**config.mk**
```make
export PLATFORM = sky130hd
export DESIGN_NAME = frame_reservation_handshake_top
export DESIGN_NICKNAME = d
export VERILOG_FILES = /design/src/hdl/frh_pkg.sv /design/src/hdl/frame_reservation_handshake_top.sv /design/src/hdl/frh_cfg.sv /design/src/hdl/frh_core.sv
export SDC_FILE = /design/constraint.sdc
export NUM_CORES = 1
export LEC_CHECK = 0
export BUFFER_PORTS_ARGS = -buffer_cell sky130_fd_sc_hd__buf_2
export CORE_ASPECT_RATIO = 0.75
export CORE_MARGIN = 4
export CORE_UTILIZATION = 49
export CTS_CLUSTER_DIAMETER = 40
export DETAILED_ROUTE_END_ITERATION = 12
export PLACE_DENSITY = 0.69
export SLEW_MARGIN = 5
export SYNTH_ARGS = -nofsm -noshare
export SYNTH_HDL_FRONTEND = slang
export SYNTH_SLANG_ARGS = --single-unit
export TNS_END_PERCENT = 30
```
**constraint.sdc**
```tcl
create_clock -name clk -period 24.3 [get_ports clk]
set_clock_uncertainty 0.05 [all_clocks]
set_input_delay 2.43 -clock clk [delete_from_list [all_inputs] [get_ports clk]]
set_output_delay 2.43 -clock clk [all_outputs]
set_load 0.03 [all_outputs]
```
**src/hdl/frh_pkg.sv**
```systemverilog
// ----------------------------------------------------------------------------
// frh_pkg
// Types, codes and the backoff table of the frame reservation tracker.
// ----------------------------------------------------------------------------
`timescale 1ns / 1ps

package frh_pkg;

  // event codes
  localparam logic [2:0] OP_LINK_UP   = 3'd0;
  localparam logic [2:0] OP_LINK_DOWN = 3'd1;
  localparam logic [2:0] OP_PEER_RST  = 3'd2;
  localparam logic [2:0] OP_CONTROL   = 3'd3;
  localparam logic [2:0] OP_SUBMIT    = 3'd4;
  localparam logic [2:0] OP_TX_DONE   = 3'd5;
  localparam logic [2:0] OP_POLL      = 3'd6;

  // peer state codes
  localparam logic [2:0] ST_QUERY     = 3'd0;
  localparam logic [2:0] ST_NOT_READY = 3'd1;
  localparam logic [2:0] ST_READY     = 3'd2;
  localparam logic [2:0] ST_BUSY      = 3'd3;
  localparam logic [2:0] ST_ACCEPTED  = 3'd4;
  localparam logic [2:0] ST_ACKED     = 3'd5;
  localparam logic [2:0] ST_FAILED    = 3'd6;
  localparam logic [2:0] ST_RSVD      = 3'd7;

  // register indexes (byte address / 4)
  localparam logic [2:0] REG_MAGIC    = 3'd0;
  localparam logic [2:0] REG_VERSION  = 3'd1;
  localparam logic [2:0] REG_LENGTH   = 3'd2;
  localparam logic [2:0] REG_QINT     = 3'd3;
  localparam logic [2:0] REG_INIT_ID  = 3'd4;

  localparam logic [15:0] QINT_RESET  = 16'd2000;
  localparam logic [31:0] FIRST_DELAY = 32'd1000;

  typedef struct packed {
    logic [31:0] magic;
    logic [15:0] version;
    logic [7:0]  length;
    logic [15:0] qint;
    logic [31:0] init_id;
    logic        id_load;
  } cfg_t;

  typedef struct packed {
    logic [2:0]  operation;
    logic [31:0] now_tick;
    logic [31:0] msg_magic;
    logic [15:0] msg_version;
    logic [7:0]  msg_length;
    logic [2:0]  msg_state;
    logic [31:0] msg_frame_id;
    logic [31:0] msg_detail;
    logic [31:0] tx_id;
  } item_t;

  typedef struct packed {
    logic        accepted;
    logic [31:0] assigned_frame_id;
    logic [2:0]  peer_state;
    logic [31:0] active_frame_id;
    logic        job_active;
    logic        query_now;
    logic        reconnect_now;
    logic [13:0] retry_delay_ms;
    logic        link_up;
  } result_t;

  function automatic logic [13:0] backoff_ms(input logic [2:0] idx);
    logic [13:0] d;
    case (idx)
      3'd0:    d = 14'd1000;
      3'd1:    d = 14'd2000;
      3'd2:    d = 14'd4000;
      3'd3:    d = 14'd8000;
      default: d = 14'd10000;
    endcase
    return d;
  endfunction

endpackage

```
**src/hdl/frame_reservation_handshake_top.sv**
```systemverilog
// Path: a beat is taken into the input register, updated by frh_core, and then held
// in the result register, which drives the result port.
// Throughput: one beat per cycle while out_stall does not hold the result register.
// Reset (rst_n low, synchronous): both pipeline stages empty, link down, peer not
// ready, no reservation, query interval 2000, other core and config registers zero.
`timescale 1ns / 1ps

// ----------------------------------------------------------------------------
// frame_reservation_handshake_top
// Sender-side tracker of a peer that grants one frame slot at a time.
// ----------------------------------------------------------------------------
module frame_reservation_handshake_top #(
  parameter int BACKOFF_STEPS = 5
) (
  input  logic        clk,
  input  logic        rst_n,
  // configuration
  input  logic        psel,
  input  logic        penable,
  input  logic        pwrite,
  input  logic [4:0]  paddr,
  input  logic [31:0] pwdata,
  output logic [31:0] prdata,
  output logic        pready,
  // event channel
  input  logic        in_valid,
  output logic        in_stall,
  input  logic [2:0]  in_operation,
  input  logic [31:0] in_now_tick,
  input  logic [31:0] in_msg_magic,
  input  logic [15:0] in_msg_version,
  input  logic [7:0]  in_msg_length,
  input  logic [2:0]  in_msg_state,
  input  logic [31:0] in_msg_frame_id,
  input  logic [31:0] in_msg_detail,
  input  logic [31:0] in_frame_id,
  // result channel
  output logic        out_valid,
  input  logic        out_stall,
  output logic        out_accepted,
  output logic [31:0] out_assigned_frame_id,
  output logic [2:0]  out_peer_state,
  output logic [31:0] out_active_frame_id,
  output logic        out_job_active,
  output logic        out_query_now,
  output logic        out_reconnect_now,
  output logic [13:0] out_retry_delay_ms,
  output logic        out_link_up
);

  frh_pkg::cfg_t    cfg;
  frh_pkg::item_t   item_r;
  frh_pkg::result_t res;
  frh_pkg::result_t res_r;
  logic             item_v_r;
  logic             out_v_r;
  logic             advance;
  logic             step_en;

  frh_cfg u_cfg (
    .clk     (clk),
    .rst_n   (rst_n),
    .psel    (psel),
    .penable (penable),
    .pwrite  (pwrite),
    .paddr   (paddr),
    .pwdata  (pwdata),
    .prdata  (prdata),
    .pready  (pready),
    .cfg     (cfg)
  );

  // result register frees whenever it is empty or being taken
  assign advance  = !out_v_r || !out_stall;
  assign step_en  = item_v_r && advance;
  assign in_stall = item_v_r && !advance;

  always_ff @(posedge clk) begin
    if (!rst_n) begin
      item_v_r <= 1'b0;
    end else if (!in_stall) begin
      item_v_r <= in_valid;
    end
  end

  always_ff @(posedge clk) begin
    if (!in_stall && in_valid) begin
      item_r.operation    <= in_operation;
      item_r.now_tick     <= in_now_tick;
      item_r.msg_magic    <= in_msg_magic;
      item_r.msg_version  <= in_msg_version;
      item_r.msg_length   <= in_msg_length;
      item_r.msg_state    <= in_msg_state;
      item_r.msg_frame_id <= in_msg_frame_id;
      item_r.msg_detail   <= in_msg_detail;
      item_r.tx_id        <= in_frame_id;
    end
  end

  frh_core #(
    .BACKOFF_STEPS (BACKOFF_STEPS)
  ) u_core (
    .clk     (clk),
    .rst_n   (rst_n),
    .cfg     (cfg),
    .step_en (step_en),
    .item    (item_r),
    .res     (res)
  );

  always_ff @(posedge clk) begin
    if (!rst_n) begin
      out_v_r <= 1'b0;
    end else if (advance) begin
      out_v_r <= item_v_r;
    end
  end

  always_ff @(posedge clk) begin
    if (step_en) begin
      res_r <= res;
    end
  end

  assign out_valid             = out_v_r;
  assign out_accepted          = res_r.accepted;
  assign out_assigned_frame_id = res_r.assigned_frame_id;
  assign out_peer_state        = res_r.peer_state;
  assign out_active_frame_id   = res_r.active_frame_id;
  assign out_job_active        = res_r.job_active;
  assign out_query_now         = res_r.query_now;
  assign out_reconnect_now     = res_r.reconnect_now;
  assign out_retry_delay_ms    = res_r.retry_delay_ms;
  assign out_link_up           = res_r.link_up;

endmodule

```
**src/hdl/frh_cfg.sv**
```systemverilog
// ----------------------------------------------------------------------------
// frh_cfg
// APB register file: message checks, query interval and frame id seed.
// ----------------------------------------------------------------------------
`timescale 1ns / 1ps

module frh_cfg (
  input  logic               clk,
  input  logic               rst_n,
  input  logic               psel,
  input  logic               penable,
  input  logic               pwrite,
  input  logic [4:0]         paddr,
  input  logic [31:0]        pwdata,
  output logic [31:0]        prdata,
  output logic               pready,
  output frh_pkg::cfg_t      cfg
);

  logic [31:0] magic_r;
  logic [15:0] version_r;
  logic [7:0]  length_r;
  logic [15:0] qint_r;
  logic [31:0] init_id_r;
  logic        wr_en;
  logic [2:0]  reg_idx;

  assign pready  = 1'b1;
  assign reg_idx = paddr[4:2];
  assign wr_en   = psel & penable & pwrite;

  always_ff @(posedge clk) begin
    if (!rst_n) begin
      magic_r   <= '0;
      version_r <= '0;
      length_r  <= '0;
      qint_r    <= frh_pkg::QINT_RESET;
      init_id_r <= '0;
    end else if (wr_en) begin
      case (reg_idx)
        frh_pkg::REG_MAGIC:   magic_r   <= pwdata;
        frh_pkg::REG_VERSION: version_r <= pwdata[15:0];
        frh_pkg::REG_LENGTH:  length_r  <= pwdata[7:0];
        frh_pkg::REG_QINT:    qint_r    <= pwdata[15:0];
        frh_pkg::REG_INIT_ID: init_id_r <= pwdata;
        default: ;
      endcase
    end
  end

  always_comb begin
    case (reg_idx)
      frh_pkg::REG_MAGIC:   prdata = magic_r;
      frh_pkg::REG_VERSION: prdata = {16'b0, version_r};
      frh_pkg::REG_LENGTH:  prdata = {24'b0, length_r};
      frh_pkg::REG_QINT:    prdata = {16'b0, qint_r};
      frh_pkg::REG_INIT_ID: prdata = init_id_r;
      default:              prdata = '0;
    endcase
  end

  // seed write also reloads the id counter, straight from the bus
  always_comb begin
    cfg.magic   = magic_r;
    cfg.version = version_r;
    cfg.length  = length_r;
    cfg.qint    = qint_r;
    cfg.init_id = pwdata;
    cfg.id_load = wr_en && (reg_idx == frh_pkg::REG_INIT_ID);
  end

endmodule

```
**src/hdl/frh_core.sv**
```systemverilog
// ----------------------------------------------------------------------------
// frh_core
// Reservation state registers and the single-pass event update.
// ----------------------------------------------------------------------------
`timescale 1ns / 1ps

module frh_core #(
  parameter int BACKOFF_STEPS = 5
) (
  input  logic               clk,
  input  logic               rst_n,
  input  frh_pkg::cfg_t      cfg,
  input  logic               step_en,
  input  frh_pkg::item_t     item,
  output frh_pkg::result_t   res
);

  localparam logic [3:0] STEPS = 4'(BACKOFF_STEPS);
  localparam logic [3:0] LAST  = 4'(BACKOFF_STEPS - 1);

  logic        link_r,   link_nxt;
  logic [2:0]  rs_r,     rs_nxt;
  logic [31:0] active_r, active_nxt;
  logic        sent_r,   sent_nxt;
  logic        qp_r,     qp_nxt;
  logic [31:0] nid_r,    nid_nxt;
  logic [31:0] due_r,    due_nxt;
  logic [2:0]  bstep_r,  bstep_nxt;
  logic [31:0] lqt_r,    lqt_nxt;

  logic        msg_ok;
  logic        none;
  logic        fid_hit;
  logic        acc;
  logic [31:0] assigned;
  logic        qnow;
  logic        rnow;
  logic [13:0] delay;
  logic [31:0] inc_id;
  logic [31:0] due_diff;
  logic [31:0] q_diff;
  logic [2:0]  bidx;

  assign msg_ok = (item.msg_magic == cfg.magic) && (item.msg_version == cfg.version) &&
                  (item.msg_length == cfg.length) &&
                  (item.msg_state != frh_pkg::ST_QUERY) &&
                  (item.msg_state != frh_pkg::ST_RSVD);
  assign none     = (active_r == '0);
  assign fid_hit  = (item.msg_frame_id == active_r);
  assign inc_id   = nid_r + 32'd1;
  assign due_diff = item.now_tick - due_r;
  assign q_diff   = item.now_tick - lqt_r;
  assign bidx     = ({1'b0, bstep_r} < STEPS) ? bstep_r : LAST[2:0];

  always_comb begin
    link_nxt   = link_r;
    rs_nxt     = rs_r;
    active_nxt = active_r;
    sent_nxt   = sent_r;
    qp_nxt     = qp_r;
    nid_nxt    = nid_r;
    due_nxt    = due_r;
    bstep_nxt  = bstep_r;
    lqt_nxt    = lqt_r;
    acc        = 1'b0;
    assigned   = '0;
    qnow       = 1'b0;
    rnow       = 1'b0;
    delay      = '0;
    case (item.operation)
      frh_pkg::OP_LINK_UP: begin
        link_nxt   = 1'b1;
        rs_nxt     = frh_pkg::ST_NOT_READY;
        active_nxt = '0;
        sent_nxt   = 1'b0;
        qp_nxt     = 1'b1;
        due_nxt    = '0;
        bstep_nxt  = '0;
      end
      frh_pkg::OP_LINK_DOWN: begin
        link_nxt   = 1'b0;
        rs_nxt     = frh_pkg::ST_NOT_READY;
        active_nxt = '0;
        sent_nxt   = 1'b0;
        qp_nxt     = 1'b0;
        if (link_r || (due_r == '0)) begin
          due_nxt   = item.now_tick + frh_pkg::FIRST_DELAY;
          bstep_nxt = 3'd1;
        end
      end
      frh_pkg::OP_PEER_RST: begin
        rs_nxt     = frh_pkg::ST_NOT_READY;
        active_nxt = '0;
        sent_nxt   = 1'b0;
        qp_nxt     = link_r;
      end
      frh_pkg::OP_CONTROL: begin
        if (msg_ok) begin
          case (item.msg_state)
            frh_pkg::ST_READY: begin
              acc = none;
            end
            frh_pkg::ST_NOT_READY: begin
              if (none) begin
                acc = 1'b1;
              end else if (fid_hit) begin
                acc = 1'b1; active_nxt = '0; sent_nxt = 1'b0; qp_nxt = 1'b1;
              end
            end
            frh_pkg::ST_BUSY: begin
              if (none || (sent_r && fid_hit && (item.msg_detail == active_r))) begin
                acc = 1'b1;
              end else if (fid_hit) begin
                acc = 1'b1; active_nxt = '0; sent_nxt = 1'b0; qp_nxt = 1'b1;
              end
            end
            frh_pkg::ST_ACCEPTED: begin
              acc = !none && fid_hit;
            end
            default: begin // acked or failed: reservation ends
              if (!none && fid_hit) begin
                acc = 1'b1; active_nxt = '0; sent_nxt = 1'b0; qp_nxt = 1'b1;
              end
            end
          endcase
          if (acc) begin
            rs_nxt = item.msg_state;
          end
        end
      end
      frh_pkg::OP_SUBMIT: begin
        if (link_r && (rs_r == frh_pkg::ST_READY) && none) begin
          // counter skips zero on wrap
          nid_nxt    = (inc_id == '0) ? 32'd1 : inc_id;
          active_nxt = nid_nxt;
          sent_nxt   = 1'b0;
          rs_nxt     = frh_pkg::ST_BUSY;
          assigned   = nid_nxt;
          acc        = 1'b1;
        end
      end
      frh_pkg::OP_TX_DONE: begin
        if (link_r && (active_r == item.tx_id) &&
            ((rs_r == frh_pkg::ST_BUSY) || (rs_r == frh_pkg::ST_ACCEPTED))) begin
          sent_nxt = 1'b1;
          qp_nxt   = 1'b1;
        end
      end
      frh_pkg::OP_POLL: begin
        if (!link_r && ((due_r == '0) || !due_diff[31])) begin
          delay   = frh_pkg::backoff_ms(bidx);
          due_nxt = item.now_tick + {18'b0, delay};
          if ({1'b0, bstep_r} < LAST) begin
            bstep_nxt = bstep_r + 3'd1;
          end
          rnow = 1'b1;
        end
        // lqt of zero reads as never queried
        if (link_r && (qp_r || ((rs_r != frh_pkg::ST_READY) &&
            ((lqt_r == '0) || (q_diff >= {16'b0, cfg.qint}))))) begin
          qp_nxt  = 1'b0;
          lqt_nxt = item.now_tick;
          qnow    = 1'b1;
        end
      end
      default: ;
    endcase
  end

  always_comb begin
    res.accepted          = acc;
    res.assigned_frame_id = assigned;
    res.peer_state        = rs_nxt;
    res.active_frame_id   = active_nxt;
    res.job_active        = link_nxt && (active_nxt == item.tx_id) &&
                            (rs_nxt == frh_pkg::ST_BUSY);
    res.query_now         = qnow;
    res.reconnect_now     = rnow;
    res.retry_delay_ms    = delay;
    res.link_up           = link_nxt;
  end

  always_ff @(posedge clk) begin
    if (!rst_n) begin
      link_r   <= 1'b0;
      rs_r     <= frh_pkg::ST_NOT_READY;
      active_r <= '0;
      sent_r   <= 1'b0;
      qp_r     <= 1'b0;
      nid_r    <= '0;
      due_r    <= '0;
      bstep_r  <= '0;
      lqt_r    <= '0;
    end else begin
      if (step_en) begin
        link_r   <= link_nxt;
        rs_r     <= rs_nxt;
        active_r <= active_nxt;
        sent_r   <= sent_nxt;
        qp_r     <= qp_nxt;
        nid_r    <= nid_nxt;
        due_r    <= due_nxt;
        bstep_r  <= bstep_nxt;
        lqt_r    <= lqt_nxt;
      end
      if (cfg.id_load) begin
        nid_r <= cfg.init_id;
      end
    end
  end

endmodule

```
Word-level counts from Yosys, hierarchy flattened
Cells that the tools add are included.
{"block": "op_classes", "n_mux": 59, "order_cmp": 3, "reduce_logical": 63, "n_bitwise": 2, "n_eq_ne": 41, "addsub": 6}
{"op": "$mux 32", "n": 13}
{"op": "$pmux 32 s3", "n": 3}
{"op": "$eq 32x32->1", "n": 5}
{"op": "$pmux 32 s5", "n": 1}
{"op": "$logic_not 32->1", "n": 4}
{"op": "$sub 32x32->32", "n": 2}
{"op": "$pmux 14 s4", "n": 1}
{"op": "$eq 3x2->1 const B", "n": 11}
{"op": "$add 32x1->32 const B", "n": 1}
{"op": "$add 32x10->32 const B", "n": 1}
{"op": "$add 32x14->32", "n": 1}
{"op": "$ge 32x16->1", "n": 1}
{"op": "$mux 14", "n": 2}
{"op": "$mux 1", "n": 23}
{"op": "$mux 3", "n": 7}
{"op": "$logic_and 1x1->1", "n": 20}
{"op": "$eq 3x3->1 const B", "n": 6}
{"op": "$pmux 3 s3", "n": 2}
{"op": "$reduce_and 9->1", "n": 2}
{"op": "$eq 16x16->1", "n": 1}
{"op": "$ne 2x1->1 const B", "n": 7}
{"op": "$reduce_and 2->1", "n": 7}
{"op": "$eq 3x1->1 const B", "n": 4}
{"op": "$logic_not 3->1", "n": 3}
{"op": "other kinds (23)", "n": 46}
{"block": "word_totals", "input_bits": 234, "word_cells": 208, "reg_bits": 519, "out_inout_bits": 121}

Logic depth before layout (Yosys ltp)
{"block": "depth", "word_depth": 13, "mapped_depth": 23, "depth_no_buf": 21}

Modules after synthesis
From an unflattened synthesis, not the netlist that was laid out.
{"block": "hier_totals", "cells_unflattened": 2824, "area_unflattened_um2": 27596.5}
{"module": "frh_core", "area_each_um2": 14287.5, "seq_area_each_um2": 2742.6, "n_inst": 1, "cells_each": 2006}
{"module": "frame_reservation_handshake_top", "area_each_um2": 8371.8, "seq_area_each_um2": 8328.0, "n_inst": 1, "cells_each": 284}
{"module": "frh_cfg", "area_each_um2": 4937.2, "seq_area_each_um2": 2082.0, "n_inst": 1, "cells_each": 534}

Worst setup path after synthesis
OpenSTA, ideal clock, no wires.
{"block": "synth_timing", "kind": "input to register", "from": "in out_stall", "to": "reg item_r[0] in the netlist's numbering, enable pin", "path_buffers": 0, "t_arrival_ps": 11064, "stages": 2, "required_time_ps": 23489, "setup_ps": 761, "setup_slack_ps": 12425, "cell_sequence": "and3_1 nor2b_1"}
{"block": "synth_between", "elab_chain_cells": 6}
{"item": "start: declaration", "line_no": "frame_reservation_handshake_top.sv:39", "rtl": "input logic out_stall,"}
{"item": "$logic_not 1->1", "line_no": "frame_reservation_handshake_top.sv:74", "rtl": "assign advance = !out_v_r || !out_stall;"}
{"item": "$logic_or 1x1->1", "line_no": "frame_reservation_handshake_top.sv:74"}
{"item": "$logic_not 1->1", "line_no": "frame_reservation_handshake_top.sv:76", "rtl": "assign in_stall = item_v_r && !advance;"}
{"item": "$logic_and 1x1->1", "line_no": "frame_reservation_handshake_top.sv:76"}
{"item": "$logic_not 1->1", "line_no": "frame_reservation_handshake_top.sv:87", "rtl": "if (!in_stall && in_valid) begin"}
{"item": "$logic_and 1x1->1", "line_no": "frame_reservation_handshake_top.sv:87"}
{"item": "end: declaration", "line_no": "frame_reservation_handshake_top.sv:52", "rtl": "frh_pkg::item_t item_r;"}
No other way between the ends.
A chain may end at the register's enable or synchronous reset.

Final worst setup path
{"block": "layout_timing", "from": "in paddr[3]", "to": "out prdata[8]"}
{"block": "layout_between", "elab_chain_cells": 2, "word_cells_on_any_way": 6, "cone_classes": "4 x eq/ne; 1 x mux; 1 x reduce/logical"}
{"item": "start: declaration", "line_no": "frame_reservation_handshake_top.sv:21", "rtl": "input logic [4:0] paddr,"}
{"item": "$eq 3x3->1, or another cell as far along", "line_no": "frh_cfg.sv:52", "rtl": "case (reg_idx)"}
{"item": "$pmux 32 s5 (*)", "line_no": "frh_cfg.sv:52"}
{"item": "end: declaration", "line_no": "frame_reservation_handshake_top.sv:23", "rtl": "output logic [31:0] prdata,"}
Every way passes the cells marked *; elsewhere a longest branch is shown, timed or not.

==> run_results.csv <==
group,metric,value,unit
run_status,outcome,"complete, no violations",
cts,cts_num_sinks,515,
global_routing,grt_pass1_wl,132700,um
floorplanning,die_x,277.8,um
timing,hold_ws,0.4105,ns
layout,final_nets,3404,
drt,drc,0,
global_routing,grt_overflow_total,0,
worst_setup_path,critical_path.max_stage_delay,0.57,ns
cts,ctsHoldBuffers,0,
timing,rsz0062_at_grt,"no",
drt,viasPerCell,6.061,
drt,wl_per_cell,23.26,um
cts,cts_made_buffers,66,
worst_setup_path,critPathLaunchType,"input pin",
logic_synthesis,yosysWarnings,0,
logic_synthesis,yosysTopAreaCellShare,30.53,%
timing,hold_viol_final,0,
worst_setup_path,crit_path_top_delay_cell,"nor2b_1",
worst_setup_path,arrival,4.33,ns
logic_synthesis,async_flop_share,0,%
hold_path,min_path_type,"flip-flop to flip-flop",
pwr,p_leak,11.55,nW
global_routing,grt_usage,29.23,%
pwr,peakVddDrop,70.74,uV
cts,clk_pin_slew,0.06,ns
hold_path,hp-start,"u_cfg.init_id_r[28]",
logic_synthesis,yosysTopAreaCell,"edfxtp_1",
timing,finalSetupViolCount,0,
worst_setup_path,worstSetupPathType,"input pin to output pin",
cts,htreeDepth,3,
global_routing,grt_start_max_net_pins,138,
flow_run,drv_cap,0,
floorplanning,design.core.area,53520,um2
drt,vias,23323,
cts,clockRootBuffer,"clkbuf_16",
cts,postCtsSetupBuffers,0,
worst_setup_path,critical_path_required,21.82,ns
logic_synthesis,synth_top_family_by_area,"simple AND/OR/NAND/NOR gates",
timing,finalMaxSlewViolations,0,
worst_setup_path,crit_start,"paddr[3]",
logic_synthesis,synthTopCellsByArea,"edfxtp_1, dfxtp_1, xnor2_1, nand2_1, a21oi_1",
logic_synthesis,ys_seq_area_share,48.72,%
logic_synthesis,synthMuxAreaShare,1.618,%
floorplanning,dieHeight,210.4,um
worst_setup_path,r2r_start,"u_core.active_r[9]",
cts,clkLatencyLatePin,0.61,ns
layout,syn_to_final_growth,15.89,%
worst_setup_path,crit_family,"buffers and inverters",
worst_setup_path,end_kind,"output pin",
drt,drt_first_pass_iters,8,
timing,max_slew_margin,13.62,%
global_routing,antenna_found_initial,3,
pwr,powerDensity,69.29,nW/um2
floorplanning,start_util,49.98,%
logic_synthesis,synth-simple-area-share,17.36,%
logic_synthesis,synth_compound_area_share,15.05,%
logic_synthesis,yosys.area_share.adder,4.266,%
timing,fmax,146.9,MHz
floorplanning,ioPinCount,355,
logic_synthesis,ys_seq_elements,515,
cts,cts_tree,"yes",
place,place_congestion,0.9297,
logic_synthesis,netlist_area,26750,um2
place,dpl_cell_area,28780,um2
timing,tightest_slew,1.293,ns
logic_synthesis,ys.flop_type,"edfxtp_1",
worst_setup_path,path_max_fanout,29,
drt,ant_nets,0,
worst_setup_path,path_cells,"buf_2 > nor2b_1 > nor2b_1 > buf_4 > nand2_1 > o21ai_0 > buf_2",
layout,fin_util,57.92,%
layout,drive_gt1_share,16.37,%
timing,min_period,6.808,ns
drt,initialDrtViolationCount,2585,
global_routing,grt_pass1_vias,21926,
place,portBuffers,348,
floorplanning,num_rows,73,
worst_setup_path,critPathBufInv,3,
place,dp_hpwl,66620,um
timing,finalCritPeriodShare,28.02,%
cts,cts-resized-gates,0,
logic_synthesis,synth-xor-area-share,7.853,%
timing,setup_tns,0,ns
floorplanning,dieArea,58430,um2
cts,clock_path_buffers,3,
logic_synthesis,synth_edf_count,272,
logic_synthesis,syn_inst,2822,
logic_synthesis,synth.distinct_cells,92,
logic_synthesis,syn_avg_cell_area,9.479,um2
drt,totalWireLength,89500,um
layout,fin_area,31000,um2
-- power breakdown --
group	leakage [nW]	internal, W	switching, W	total [W]
clock	1.09	0.000580	0.000403	0.000983
sequential	4.62	0.000948	0.0000283	0.000976
combinational	5.84	0.0000673	0.000121	0.000188
total	11.5	0.00160	0.000553	0.00215
-- stage by stage --
step	setup WS, ns	std cells	total power (W)
after floorplan	12.42	2824	0.001109
after global placement	17.58	3724	0.001174
after detailed placement	17.54	3724	0.001178
after CTS	17.54	3846	0.002158
after global routing	17.37	3847	0.002217
final	17.49	3848	0.002148
-- flip-flops by register name, indices dropped and copies added (netlist names), 3 cells and up --
| signal | flops |
|---|---|
| out_active_frame_id | 32 |
| out_peer_state | 3 |
| u_core.active_r | 32 |
| u_core.due_r | 32 |
| u_cfg.magic_r | 32 |
| u_cfg.qint_r | 16 |
| out_retry_delay_ms | 10 |
| u_core.rs_r | 3 |
| u_core.bstep_r | 3 |
| u_cfg.version_r | 16 |
| u_core.lqt_r | 32 |
| u_cfg.init_id_r | 32 |
| item_r | 190 |
| u_core.nid_r | 32 |
| u_cfg.length_r | 8 |
| out_assigned_frame_id | 32 |
-- cells in the mapped netlist, types with 59 or more instances --
cell,n
clkbuf_1,144
o31ai_1,59
xnor2_1,181
dfxtp_1,243
o21ai_0,69
a21oi_1,263
nand4_1,111
ha_1,88
nor2_1,172
nand2_1,389
inv_1,153
nand3_1,71
edfxtp_1,272
-- cell type report --
| class | count | area (um2) |
|---|---|---|
| diodes | 2 | 5.005 |
| clock buffers | 86 | 1843 |
| clock inverters | 36 | 367.9 |
| fillers | 4695 | 22520 |
| inverters | 155 | 594.3 |
| multi-input cells | 1976 | 12390 |
| flip-flops and latches | 515 | 13030 |
| well taps | 712 | 890.9 |
| repair buffers | 366 | 1877 |
-- worst register-to-register path, cell delays in order, from the launching register on --
cell,delay [ns]
dfxtp_1,0.66
xnor2_1,0.19
nand4_1,0.16
nor4_1,0.94
nand2_1,0.33
o221a_2,0.35
o21ai_2,0.23
buf_4,0.46
a21oi_1,0.23
a221o_1,0.41
a2111oi_2,0.54
nand4_1,0.25
nor4_1,0.34
-- final timing paths --
path	end	slack (ns)	cells past startpoint
hold reg to reg	u_cfg.init_id_r[28]	0.41	2
hold / removal	u_cfg.init_id_r[28]	0.41	2
setup reg to reg	out_job_active	18.99	12
setup / recovery	prdata[8]	17.49	7
-- per-layer routing --
| metal | vias to the layer above | global-route usage, % | wire, um |
|---|---|---|---|
| met5 | - | 0 | 7 |
| met4 | 2 | 10.73 | 3057 |
| met3 | 173 | 6.633 | 8442 |
| met2 | 1145 | 43.18 | 38440 |
| met1 | 11320 | 42.28 | 39550 |
| li1 | 10683 | - | - |
-- cell families (layout without fill, tap and decap cells) --
family | Yosys count | count (layout)
other | 2 | 6
multiplexers | 43 | 43
AND/OR/NAND/NOR | 970 | 970
XOR/XNOR | 239 | 239
AO/OA/AOI/OAI | 630 | 630
buffers and inverters | 333 | 643
adder cells (fa/ha/maj) | 90 | 90
flip-flops | 515 | 515
-- cell usage in the layout, fill, tap and decap left out, drive strengths merged, types with 57 or more instances in the layout --
cell,Yosys,routed
nor2,173,173
nand2,390,390
o21ai,71,71
inv,155,170
nand3,72,72
a21oi,263,263
nand4,113,113
o31ai,59,59
buf,31,366
dfxtp,243,243
ha,88,88
xor2,57,57
xnor2,182,182
clkbuf,147,86
edfxtp,272,272
Note: power is estimated with default switching activity, not from simulation.
